File: src/rtl/apt_pkg.sv
`default_nettype none

package apt_pkg;

    // Integer bits of a linear coefficient; the rest are fraction bits.
    localparam int COEF_INT_BITS = 4;
    localparam int NUM_ROWS      = 3;

    typedef enum logic [2:0] {
        REG_ROW0_LINEAR = 3'd0,
        REG_ROW1_LINEAR = 3'd1,
        REG_ROW2_LINEAR = 3'd2,
        REG_SHIFT_X     = 3'd3,
        REG_SHIFT_Y     = 3'd4,
        REG_SHIFT_Z     = 3'd5
    } t_cfg_idx;

    // Load enables of the three lane pipeline stages.
    typedef struct packed {
        logic s1;
        logic s2;
        logic s3;
    } t_stage_en;

endpackage

`default_nettype wire

File: src/rtl/apt_merge.sv
`default_nettype none

module apt_merge
    import apt_pkg::*;
#(
    parameter int COORD_WIDTH = 32
) (
    input  wire logic                          i_clk,
    input  wire logic                          i_rst_n,
    input  wire logic                          i_valid,
    output logic                               o_ready,
    input  wire logic signed [COORD_WIDTH-1:0] i_x,
    input  wire logic signed [COORD_WIDTH-1:0] i_y,
    input  wire logic signed [COORD_WIDTH-1:0] i_z,
    input  wire logic [NUM_ROWS-1:0]           i_sat,
    output logic                               o_out_valid,
    input  wire logic                          i_out_ready,
    output logic signed [COORD_WIDTH-1:0]      o_out_x,
    output logic signed [COORD_WIDTH-1:0]      o_out_y,
    output logic signed [COORD_WIDTH-1:0]      o_out_z,
    output logic                               o_saturated
);

    logic r_valid;
    logic n_valid;
    logic w_load;

    // The output register takes a new word whenever it is empty or being drained.
    assign o_ready = !r_valid || i_out_ready;
    assign w_load  = i_valid && o_ready;

    always_comb begin
        n_valid = r_valid;
        if (o_ready) begin
            n_valid = i_valid;
        end
    end

    always_ff @(posedge i_clk) begin
        if (!i_rst_n) begin
            r_valid <= 1'b0;
        end else begin
            r_valid <= n_valid;
        end
    end

    always_ff @(posedge i_clk) begin
        if (w_load) begin
            o_out_x     <= i_x;
            o_out_y     <= i_y;
            o_out_z     <= i_z;
            o_saturated <= |i_sat;
        end
    end

    assign o_out_valid = r_valid;

endmodule

`default_nettype wire

File: config.mk
export PLATFORM = sky130hd
export DESIGN_NAME = apt_merge
export DESIGN_NICKNAME = d
export VERILOG_FILES = /design/src/rtl/apt_pkg.sv /design/src/rtl/apt_merge.sv
export SDC_FILE = /design/constraint.sdc
export NUM_CORES = 1
export LEC_CHECK = 0
export BUFFER_PORTS_ARGS = -buffer_cell sky130_fd_sc_hd__buf_2
export CORE_MARGIN = 1.5
export CORE_UTILIZATION = 37
export CTS_CLUSTER_SIZE = 40
export DETAILED_ROUTE_END_ITERATION = 10
export PLACE_DENSITY = 0.75
export SETUP_SLACK_MARGIN = 0.02
export SLEW_MARGIN = 25
export SYNTH_ARGS = -nofsm -noshare
export SYNTH_HDL_FRONTEND = slang
export SYNTH_SLANG_ARGS = --single-unit
File: constraint.sdc
create_clock -name i_clk -period 3.6 [get_ports i_clk]
set_input_delay 0.72 -clock i_clk [delete_from_list [all_inputs] [get_ports i_clk]]
set_output_delay 0.72 -clock i_clk [all_outputs]
set_load 0.01 [all_outputs]
==> reports/results.txt <==
status -> finished, final reports clean
post-CTS sizing -> 0
Synth Area in Compound Gates -> 0.2527%
DRC -> 0
met2 WL -> 3369 µm
die area -> 8575 µm²
gr usage total -> 14.33%
Synth-to-Final Area Change -> 45.16%
DR WL/cell -> 14.79 µm
ys flop type -> edfxtp_1
H-tree Lvls -> 3
Int Pwr -> 1732 µW
vias in the first global route -> 1,737
Multi-input gate area -> 36.28 µm²
CP Launch Type -> primary input
placed insts -> 407
Worst Setup Path Type -> primary input to output pin
synth warn -> 0
ratio of cells with drive above 1 in the final layout -> 67.29%
Leak -> 0.001854 µW
register area -> 2933 µm²
Core ar. -> 7767 µm²
synthesized area -> 2970 µm²
Clk pwr share -> 30.0%
leading area contributor after synthesis -> edfxtp_1
Min Clock Period, post-route -> 1.805 ns
critical path's slowest cell -> buf_2
Cell Area, Placed -> 4126 µm²
# diodes -> 0
via count -> 1,787
met3 WL -> 694 µm
Design Power -> 2187 µW
design area -> 4312 µm²
sw frac -> 20.81%
unrepaired setup endpoints after global routing -> no
drt via density -> 4.225
CTS max path bufs -> 2
Synthesized Nets -> 206
final hold viol count -> 0
Critical Path End Type -> output pin
DRT Wirelength -> 6255 µm
DIE WIDTH -> 92.60 µm
post-synthesis simple-gate area fraction -> 0.8846%
number of synthesized flops with an enable pin -> 97
Post-Syn Instances -> 103
setup bufs post-CTS -> 0
clk sink count -> 98
WP data arrival -> 1.09 ns
Reg clk slew, reported paths -> 0.08 ns
adder-cell share of the synthesized area -> 0%
Post-Synth XOR/XNOR Area -> 0%
Antenna Nets Post-Route -> 0
Netlist cell types -> 7
Most common cell on crit path -> buf_2
initial antenna violation count -> 0
crit-path cells -> buf_2 -> nand2b_4 -> buf_2
M1 wire length -> 2119 µm
CTS Buf Count -> 9
Pins Over Slew Limit -> 0
Peak Freq -> 0.5540 GHz
Critical Path Max Stage Delay -> 0.14 ns
Setup Total Neg Slack -> 0 ns
crit-path leading delay family -> buffers and inverters
Ports -> 202
CP Max Fanout -> 3
WHS -> 0.5293 ns
Seq pwr share -> 61.6%
synthesized area per cell -> 28.84 µm²
worst slew pin tran -> 0.5654 ns
period utilisation layout -> 50.14%
GP Congestion -> 0.7326
DRT Pass-1 Iters -> 4
largest net degree at the start of global routing -> 56
Initial Util -> 38.24%
register area share after synthesis -> 98.74%
Starting DRT DRC Count -> 73
# rows -> 32
net switching power -> 455.2 µW
clk_skew -> 0.008705 ns
Post-Layout Cell Count -> 423
Layout fillers -> 645
nets -> 419
number of synthesized register bits -> 98
Port Buffers -> 201
Yosys top cell area share -> 98.06%
max_slew headroom -> 62.31%
maxcap violations -> 0
Highest Signal Layer -> met4
part of the power in combinational logic -> 8.4%
CP bufs+invs -> 2
most used standard cell by instance count after synthesis -> edfxtp_1
Overflow after GRT -> 0
Hold WC Path Type -> register to register
largest family of logic cells by synthesized area -> simple AND/OR/NAND/NOR gates
first-pass GRT wire length -> 8804 µm
synth top area cells -> edfxtp_1 98%, dfxtp_1 0.67%, nand2b_4 0.46%
Required @ worst endpoint -> 2.88 ns
Finish-stage setup viols -> 0
post-synthesis mux area share -> 0%
clk_lat worst skew -> 0.34 ns
Root Buffer -> clkbuf_8
power density cells -> 507.3 nW/µm²
ys async rst share -> 0%
R2R Setup Slk -> 1.96 ns
maximum VDD drop -> 0.2583 mV
CTS tree -> done
Die H -> 92.60 µm
hold bufs inserted after CTS -> 0
-- cells in the final DEF, fill, tap and decap left out --
master      Yosys  final
a21boi_0        1      1
clkinv_4        0      1
buf_2           0    201
bufinv_16       0      1
buf_12          0      1
or3_1           1      1
nand2b_4        1      1
and2_4          0      1
clkinv_1        0      3
dfxtp_1         1      1
clkbuf_1        0      1
inv_1           1      1
edfxtp_1       97     97
clkbuf_8        0      9
clkinvlp_4      0      1
-- cell families after synthesis --
group,Yosys count
AND/OR/NAND/NOR,3
flip-flops,98
buffers and inverters,1
AO/OA/AOI/OAI,1
-- through the flow --
step / setup slack [ns] / util (%)
global placement: 1.486 / 53.13
finish: 1.795 / 55.51
floorplan: 0.02955 / -
global route: 1.733 / 55.51
detailed placement: 1.439 / 53.13
CTS: 1.793 / 55.51
-- worst reg2reg max path: cells and delay by family, from the launching register on --
family / cells / cell delay (ns)
and+or+nand+nor: 2 / 0.59
buffers and inverters: 1 / 0.36
DFF: 1 / 0.34
-- state kept, by name, summed over array words and instances, names as in the netlist --
signal and flops:
o_saturated 1, o_out_y 32, o_out_x 32, o_out_valid 1, o_out_z 32
-- path summary, 6_finish.rpt --
path,cells after the start,start,endpoint
worst max-delay path,3,i_out_ready,o_ready
worst min-delay path,2,o_out_valid,o_out_valid
worst max register to register,3,o_out_valid,o_out_z[9]
worst min register to register,2,o_out_valid,o_out_valid
-- routing by layer --
metal	global-route usage (%)	up-vias
met5	0	-
met4	6.923	0
met3	5.747	6
met2	25.37	116
met1	14.60	827
li1	-	838
-- area by class of cell --
type,instances,area share [%]
clock inverters,6,1.335
repair buffers,202,23.80
flip-flops and latches,98,68.02
inverters,1,0.08706
clock buffers,10,2.960
well taps,102,2.960
multi-input cells,4,0.8416
-- power groups by stage --
| stage | combinational [µW] | clock (µW) | sequential, µW |
|---|---|---|---|
| detailed placement | 188 | 0 | 1370 |
| finish | 184 | 656 | 1350 |
| CTS | 189 | 684 | 1350 |
| global route | 200 | 728 | 1350 |
| floorplan | 21.9 | 0 | 1420 |
| global placement | 183 | 0 | 1370 |
Power figures use the tool's default switching activity.
