<file path="src/rtl/apt_pkg.sv">
`default_nettype none

package apt_pkg;

    // Integer bits of a linear coefficient; the rest are fraction bits.
    localparam int COEF_INT_BITS = 4;
    localparam int NUM_ROWS      = 3;

    typedef enum logic [2:0] {
        REG_ROW0_LINEAR = 3'd0,
        REG_ROW1_LINEAR = 3'd1,
        REG_ROW2_LINEAR = 3'd2,
        REG_SHIFT_X     = 3'd3,
        REG_SHIFT_Y     = 3'd4,
        REG_SHIFT_Z     = 3'd5
    } t_cfg_idx;

    // Load enables of the three lane pipeline stages.
    typedef struct packed {
        logic s1;
        logic s2;
        logic s3;
    } t_stage_en;

endpackage

`default_nettype wire

</file>
<file path="src/rtl/apt_lane.sv">
`default_nettype none

module apt_lane
    import apt_pkg::*;
#(
    parameter int COORD_WIDTH = 32,
    parameter int COEF_WIDTH  = 16
) (
    input  wire logic                          i_clk,
    input  wire t_stage_en                     i_en,
    input  wire logic [3*COEF_WIDTH-1:0]       i_coefs,
    input  wire logic signed [COORD_WIDTH-1:0] i_shift,
    input  wire logic signed [COORD_WIDTH-1:0] i_x,
    input  wire logic signed [COORD_WIDTH-1:0] i_y,
    input  wire logic signed [COORD_WIDTH-1:0] i_z,
    output logic signed [COORD_WIDTH-1:0]      o_value,
    output logic                               o_sat
);

    localparam int FRAC   = COEF_WIDTH - COEF_INT_BITS;
    localparam int PROD_W = COORD_WIDTH + COEF_WIDTH;
    localparam int SUM_W  = PROD_W + 2;
    localparam int RND_W  = SUM_W - FRAC;
    localparam logic signed [SUM_W-1:0] HALF = SUM_W'(1) << (FRAC - 1);
    localparam logic signed [COORD_WIDTH-1:0] MAXV = {1'b0, {(COORD_WIDTH-1){1'b1}}};
    localparam logic signed [COORD_WIDTH-1:0] MINV = {1'b1, {(COORD_WIDTH-1){1'b0}}};

    logic signed [COEF_WIDTH-1:0]  w_c0, w_c1, w_c2;
    logic signed [PROD_W-1:0]      r_p0, r_p1, r_p2;
    logic signed [COORD_WIDTH-1:0] r_shift;
    logic signed [SUM_W-1:0]       r_pa, r_pb;
    logic signed [SUM_W-1:0]       w_sum, w_sar;
    logic signed [RND_W-1:0]       w_rnd;
    logic                          w_fits;
    logic signed [COORD_WIDTH-1:0] n_value;
    logic                          n_sat;

    assign w_c0 = i_coefs[0*COEF_WIDTH +: COEF_WIDTH];
    assign w_c1 = i_coefs[1*COEF_WIDTH +: COEF_WIDTH];
    assign w_c2 = i_coefs[2*COEF_WIDTH +: COEF_WIDTH];

    // Stage 1: one multiplier per column.
    always_ff @(posedge i_clk) begin
        if (i_en.s1) begin
            r_p0    <= w_c0 * i_x;
            r_p1    <= w_c1 * i_y;
            r_p2    <= w_c2 * i_z;
            r_shift <= i_shift;
        end
    end

    // Stage 2: pairwise sums; the translation is aligned to the product scale
    // and carries the rounding half.
    always_ff @(posedge i_clk) begin
        if (i_en.s2) begin
            r_pa <= SUM_W'(r_p0) + SUM_W'(r_p1);
            r_pb <= SUM_W'(r_p2) + (SUM_W'(r_shift) <<< FRAC) + HALF;
        end
    end

    // Stage 3: final add, drop the fraction, clip to the coordinate range.
    always_comb begin
        w_sum  = r_pa + r_pb;
        w_sar  = w_sum >>> FRAC;
        w_rnd  = w_sar[RND_W-1:0];
        w_fits = (&w_rnd[RND_W-1:COORD_WIDTH-1]) || !(|w_rnd[RND_W-1:COORD_WIDTH-1]);
        n_sat  = !w_fits;
        if (w_fits) begin
            n_value = w_rnd[COORD_WIDTH-1:0];
        end else if (w_rnd[RND_W-1]) begin
            n_value = MINV;
        end else begin
            n_value = MAXV;
        end
    end

    always_ff @(posedge i_clk) begin
        if (i_en.s3) begin
            o_value <= n_value;
            o_sat   <= n_sat;
        end
    end

endmodule

`default_nettype wire

</file>
<file path="config.mk">
export PLATFORM = sky130hd
export DESIGN_NAME = apt_lane
export DESIGN_NICKNAME = d
export VERILOG_FILES = /design/src/rtl/apt_pkg.sv /design/src/rtl/apt_lane.sv
export SDC_FILE = /design/constraint.sdc
export NUM_CORES = 2
export LEC_CHECK = 0
export CORE_AREA = 5 5 359 361
export CTS_CLUSTER_SIZE = 40
export DETAILED_ROUTE_END_ITERATION = 6
export DIE_AREA = 0 0 364 366
export DONT_BUFFER_PORTS = 1
export PLACE_DENSITY_LB_ADDON = 0.1
export SYNTH_ARGS = -nofsm -noshare
export SYNTH_HDL_FRONTEND = slang
export SYNTH_SLANG_ARGS = --single-unit
export TNS_END_PERCENT = 50
</file>
<file path="constraint.sdc">
create_clock -name i_clk -period 17.9 [get_ports i_clk]
set_input_delay 0.895 -clock i_clk [delete_from_list [all_inputs] [get_ports i_clk]]
set_output_delay 0.895 -clock i_clk [all_outputs]
set_load 0.01 [all_outputs]
</file>
==> out/summary.md <==
The flow ran to the end, and the final reports show no timing, DRC or antenna violations. The layout has 11,310 filler cells. The number of gates resized after cts was 0; the placeable core region was 125,100 um2. Leaving out filler cells and counting taps, the final layout contains 8,637. The logs give 600 ps for the clock network latency to the later pin of the worst-skew pair and 26.97% for the total global-route track usage. The run gives 133,200 um2 as the die area. The synthesized-area fraction occupied by and/or/nand/nor cells is 14.04%, and the pin count of the biggest net entering global routing is 177. During placement, the flow inserted port buffers numbering 0. Number of antenna violations at the first check in global routing: 9.

The wire length per cell after detailed routing works out to 19.96 um. The clock edge transition at the registers on the reported setup and hold paths works out to 70 ps. Max-slew violation total from the final report: 0. Based on the critical path, the design can be clocked at up to 0.1254 GHz. The min-delay analysis places its worst path in the category input pin to register. The clock arrives with 21.25 ps of skew.

For this design, the CTS-stage hold fixing added 0 buffers. In the synthesized netlist the async set-or-reset flop fraction comes to 0%. In this run, the number of DRC markers left after iteration 0 of detailed routing was 2,736. Setup total negative slack on the finished layout was measured at 0 ps. For the placed instance count, the log shows 8,576. The final core area utilization is 56.33%, and the worst path required time is 18,230 ps. Synthesis handed over a netlist of 7,181 instances. Clock sink total: 308. Along the worst path, the maximum fanout reaches 26. Tracing the worst setup path back leads to its startpoint at i_coefs[31]. The first global-routing pass estimated 281.7 mm of wire.

Max-cap violations in this run came to 0. The first TritonRoute pass finished after 5 iterations. By area, the combinational part of the netlist is dominated by adder cells.

The primary flip-flop cell chosen by synthesis mapping is sky130_fd_sc_hd__edfxtp_1. The average vias per placed instance came out at 5.454. The antenna violation net count after detailed routing came out at 0.

From bottom edge to top edge, the die measures 366 um. The initial utilization of the core area, before any placement, comes to 54.70%. Of the total synthesized cell area, the portion taken by XOR and XNOR cells is 3.328%.

Worst reg2reg path startpoint: r_p1[0]$_DFFE_PP_. Counting stages on the worst path, the most repeated cell is sky130_fd_sc_hd__fa_1. The number of levels in the clock H-tree is 1, and the worst-margin pin slew is 1027 ps. The HPWL after detailed placement was 137.5 mm. The tools report the post-synthesis cell area as 68,420 um2.

The critical path goes through clkinv_1 -> nor2_1 -> fa_1 -> fa_1 -> fa_1 -> fa_1 -> fa_1 -> fa_1 -> ha_1 -> a21o_1 -> a21o_1 -> a21oi_1 -> or3b_2 -> a31oi_1 -> o21ai_0 -> a311oi_1 -> o211ai_1 -> nand4_1 -> nand2_1 -> a21oi_1 -> xnor2_1. For the worst setup path, the data arrival time is 8310 ps. STA classifies the critical path endpoint as a register. After global routing the overflow that remains totals 0. Grouping stages by cell kind, the critical path spends the most delay in adder cells. Headroom to the max-slew limit came out at 31.09%. The largest single stage delay on the critical path is 760 ps. Routability-driven placement finished with a final weighted congestion of 0.8868. Summing the areas of all compound-gate instances in the mapped netlist gives 7.022% of the synthesized area. The total wire length after detailed routing was 172.4 mm. The synthesized area per cell is 9.528 um2, and the ratio of cells with drive above 1 in the final layout is 1.174%. For this design the top-level I/O count stands at 213. Of the total synthesized cell area, the portion taken by full adders, half adders and majority gates is 51.39%.

Counting flops with a built-in enable in the synthesized netlist gives 308. The vias after detailed routing was 47,110. The synthesized design contains 308 register bits. For this run, the number of Yosys warnings is 0. The die extent in x was 364 um.

Measured against the total synthesized area, the mux share comes to 0.01463%. Setup repair after global routing left no endpoint under its margin. The portion of the clock cycle consumed by the worst path in the final layout was 44.54%; the row count was 130. The worst setup path is launched from an input pin. The maximum clock path buffer count is 3, and the clock buffer count from CTS is 31.

The area added between synthesis and finish was 2.986%. For the finished layout, the period the worst path requires is 7972 ps. The number of buffers added for setup after CTS came out at 0. The tools report the launch instance of the worst min-delay path as i_shift[4]. The count of different cell masters after synthesis came out at 79. The count of nets after finishing was 9,073.

The number of nets handed over by synthesis was 9,295. The worst setup path is of the input pin to register kind. Setup violations remaining at the end of the flow were counted as 0. The tree is rooted in a sky130_fd_sc_hd__clkbuf_16. The tools report the number of global-route vias before repair as 51,680.

Worst path buffer plus inverter count: 1. The logs give 0 for the total count of hold-check failures in the final report and 13.52% for the share of the yosys chip area belonging to registers. On the critical path, the stage with the largest delay is an instance of sky130_fd_sc_hd__clkinv_1. After detailed routing, the number of remaining DRC violations is 0. TritonCTS built the clock tree.
[path summary, 6_finish.rpt]
check,to,slack (ps),cells past startpoint
worst max-delay path,r_p1[47]$_DFFE_PP_,9930,21
worst max register to register,r_pa[48]$_DFFE_PP_,13050,14
worst min-delay path,r_shift[4]$_DFFE_PP_,390,0
worst min register to register,r_pb[4]$_DFFE_PP_,420,0
[Yosys cell counts (all sizes together), types with 5 or more instances]
cell type	instances	share of area [%]
o2111ai	5	0.064
and2	620	5.7
a211oi	27	0.30
nand2	964	5.3
a211o	5	0.064
nor3b	6	0.066
a21o	152	1.7
a31o	6	0.077
buf	14	0.12
o21bai	28	0.31
inv	1683	9.2
nor2	201	1.1
or2	7	0.064
o21ai	129	0.95
fa	1460	43
o21a	50	0.55
nor3	19	0.14
a221oi	6	0.086
o211ai	13	0.15
and3	21	0.19
a41oi	6	0.077
o31ai	12	0.14
nand3	41	0.30
and4	5	0.064
xnor2	191	2.4
or3	8	0.073
a21boi	8	0.088
a31oi	14	0.13
xor2	69	0.88
nor2b	32	0.29
ha	474	8.7
nand2b	50	0.46
nand4	24	0.22
clkbuf	243	1.3
a21oi	221	1.6
edfxtp	308	14
[routing by layer]
| metal | global-route usage, % | up-vias | share of wire, % |
|---|---|---|---|
| met2 | 46.44 | 1364 | 50 |
| li1 | - | 21170 | - |
| met1 | 34.21 | 24230 | 39 |
| met5 | 0.03700 | - | 0.024 |
| met3 | 5.789 | 336 | 7.2 |
| met4 | 8.266 | 6 | 3.7 |
[kinds of logic (layout without fill, tap and decap cells)]
| logic type | Yosys count | in the layout |
|---|---|---|
| AOI/OAI and AO/OA | 729 | 729 |
| xor gates and xnor gates | 260 | 260 |
| adders and majority gates | 1934 | 1934 |
| buffers and inverters | 1941 | 1742 |
| DFF | 308 | 308 |
| muxes | 1 | 1 |
| other | 0 | 5 |
| and+or+nand+nor | 2008 | 2008 |
[cells in the final DEF (no fill, tap or decap), types with 7 or more instances in the layout]
master | synthesis | routed
sky130_fd_sc_hd__nand4_1 | 24 | 24
sky130_fd_sc_hd__edfxtp_1 | 308 | 308
sky130_fd_sc_hd__fa_1 | 1460 | 1460
sky130_fd_sc_hd__o21bai_1 | 28 | 28
sky130_fd_sc_hd__xor2_1 | 69 | 69
sky130_fd_sc_hd__inv_1 | 1680 | 1680
sky130_fd_sc_hd__or2_2 | 7 | 7
sky130_fd_sc_hd__o31ai_1 | 11 | 11
sky130_fd_sc_hd__nor2b_1 | 32 | 32
sky130_fd_sc_hd__a31oi_1 | 14 | 14
sky130_fd_sc_hd__nand3_1 | 41 | 41
sky130_fd_sc_hd__o211ai_1 | 12 | 12
sky130_fd_sc_hd__a21o_1 | 152 | 152
sky130_fd_sc_hd__o21ai_0 | 125 | 125
sky130_fd_sc_hd__nor3_1 | 19 | 19
sky130_fd_sc_hd__xnor2_1 | 191 | 191
sky130_fd_sc_hd__nand2_1 | 964 | 964
sky130_fd_sc_hd__and2_1 | 620 | 620
sky130_fd_sc_hd__o21a_1 | 50 | 50
sky130_fd_sc_hd__nand2b_1 | 50 | 50
sky130_fd_sc_hd__clkbuf_16 | 0 | 31
sky130_fd_sc_hd__nor2_1 | 201 | 201
sky130_fd_sc_hd__a21boi_0 | 8 | 8
sky130_fd_sc_hd__a21oi_1 | 217 | 217
sky130_fd_sc_hd__a211oi_1 | 26 | 26
sky130_fd_sc_hd__or3_1 | 8 | 8
sky130_fd_sc_hd__ha_1 | 474 | 474
sky130_fd_sc_hd__and3_1 | 21 | 21
sky130_fd_sc_hd__clkbuf_1 | 243 | 7
[registers in the layout, indices dropped and copies added (netlist names)]
register  cells
o_value      32
r_pa         49
r_pb         50
r_shift      32
r_p0         48
r_p1         48
r_p2         48
o_sat         1
[area by class of cell]
class                   instances  area (um2)  share of cell area (%)
multi-input cells            4932       51850                   73.59
flip-flops and latches        308        9249                   13.13
inverters                    1684        6321                   8.971
well taps                    1650        2064                   2.930
clock buffers                  38       802.0                   1.138
clock inverters                18       145.1                  0.2060
repair buffers                  2       15.01                 0.02131
diodes                          5       12.51                 0.01776
[per-stage QoR]
stage / cell area (um2) / hold slack, ps / setup WS (ps)
after floorplan: 68420 / 400.3 / 10490
after global placement: 69500 / 403.3 / 9515
after detailed placement: 69500 / 413.7 / 9432
after CTS: 70450 / 354.5 / 10050
after global routing: 70450 / 352.7 / 9593
final: 70460 / 385.4 / 9928
[worst reg2reg max path, cell delays in order, from the launching register on]
cell and delay (ps):
sky130_fd_sc_hd__edfxtp_1 440, sky130_fd_sc_hd__ha_1 240, sky130_fd_sc_hd__inv_1 70, sky130_fd_sc_hd__fa_1 200
sky130_fd_sc_hd__nor2b_1 80, sky130_fd_sc_hd__o311ai_1 330, sky130_fd_sc_hd__a311oi_1 200, sky130_fd_sc_hd__o31ai_1 350
sky130_fd_sc_hd__o211ai_1 280, sky130_fd_sc_hd__a21oi_1 370, sky130_fd_sc_hd__a211oi_1 130, sky130_fd_sc_hd__a211oi_1 690
sky130_fd_sc_hd__o21ai_1 340, sky130_fd_sc_hd__a31o_2 320, sky130_fd_sc_hd__o21ai_0 510
Power is left out: the tool's default activity adds up to more than one toggle a clock period on the data nets, which glitch-free logic cannot reach.
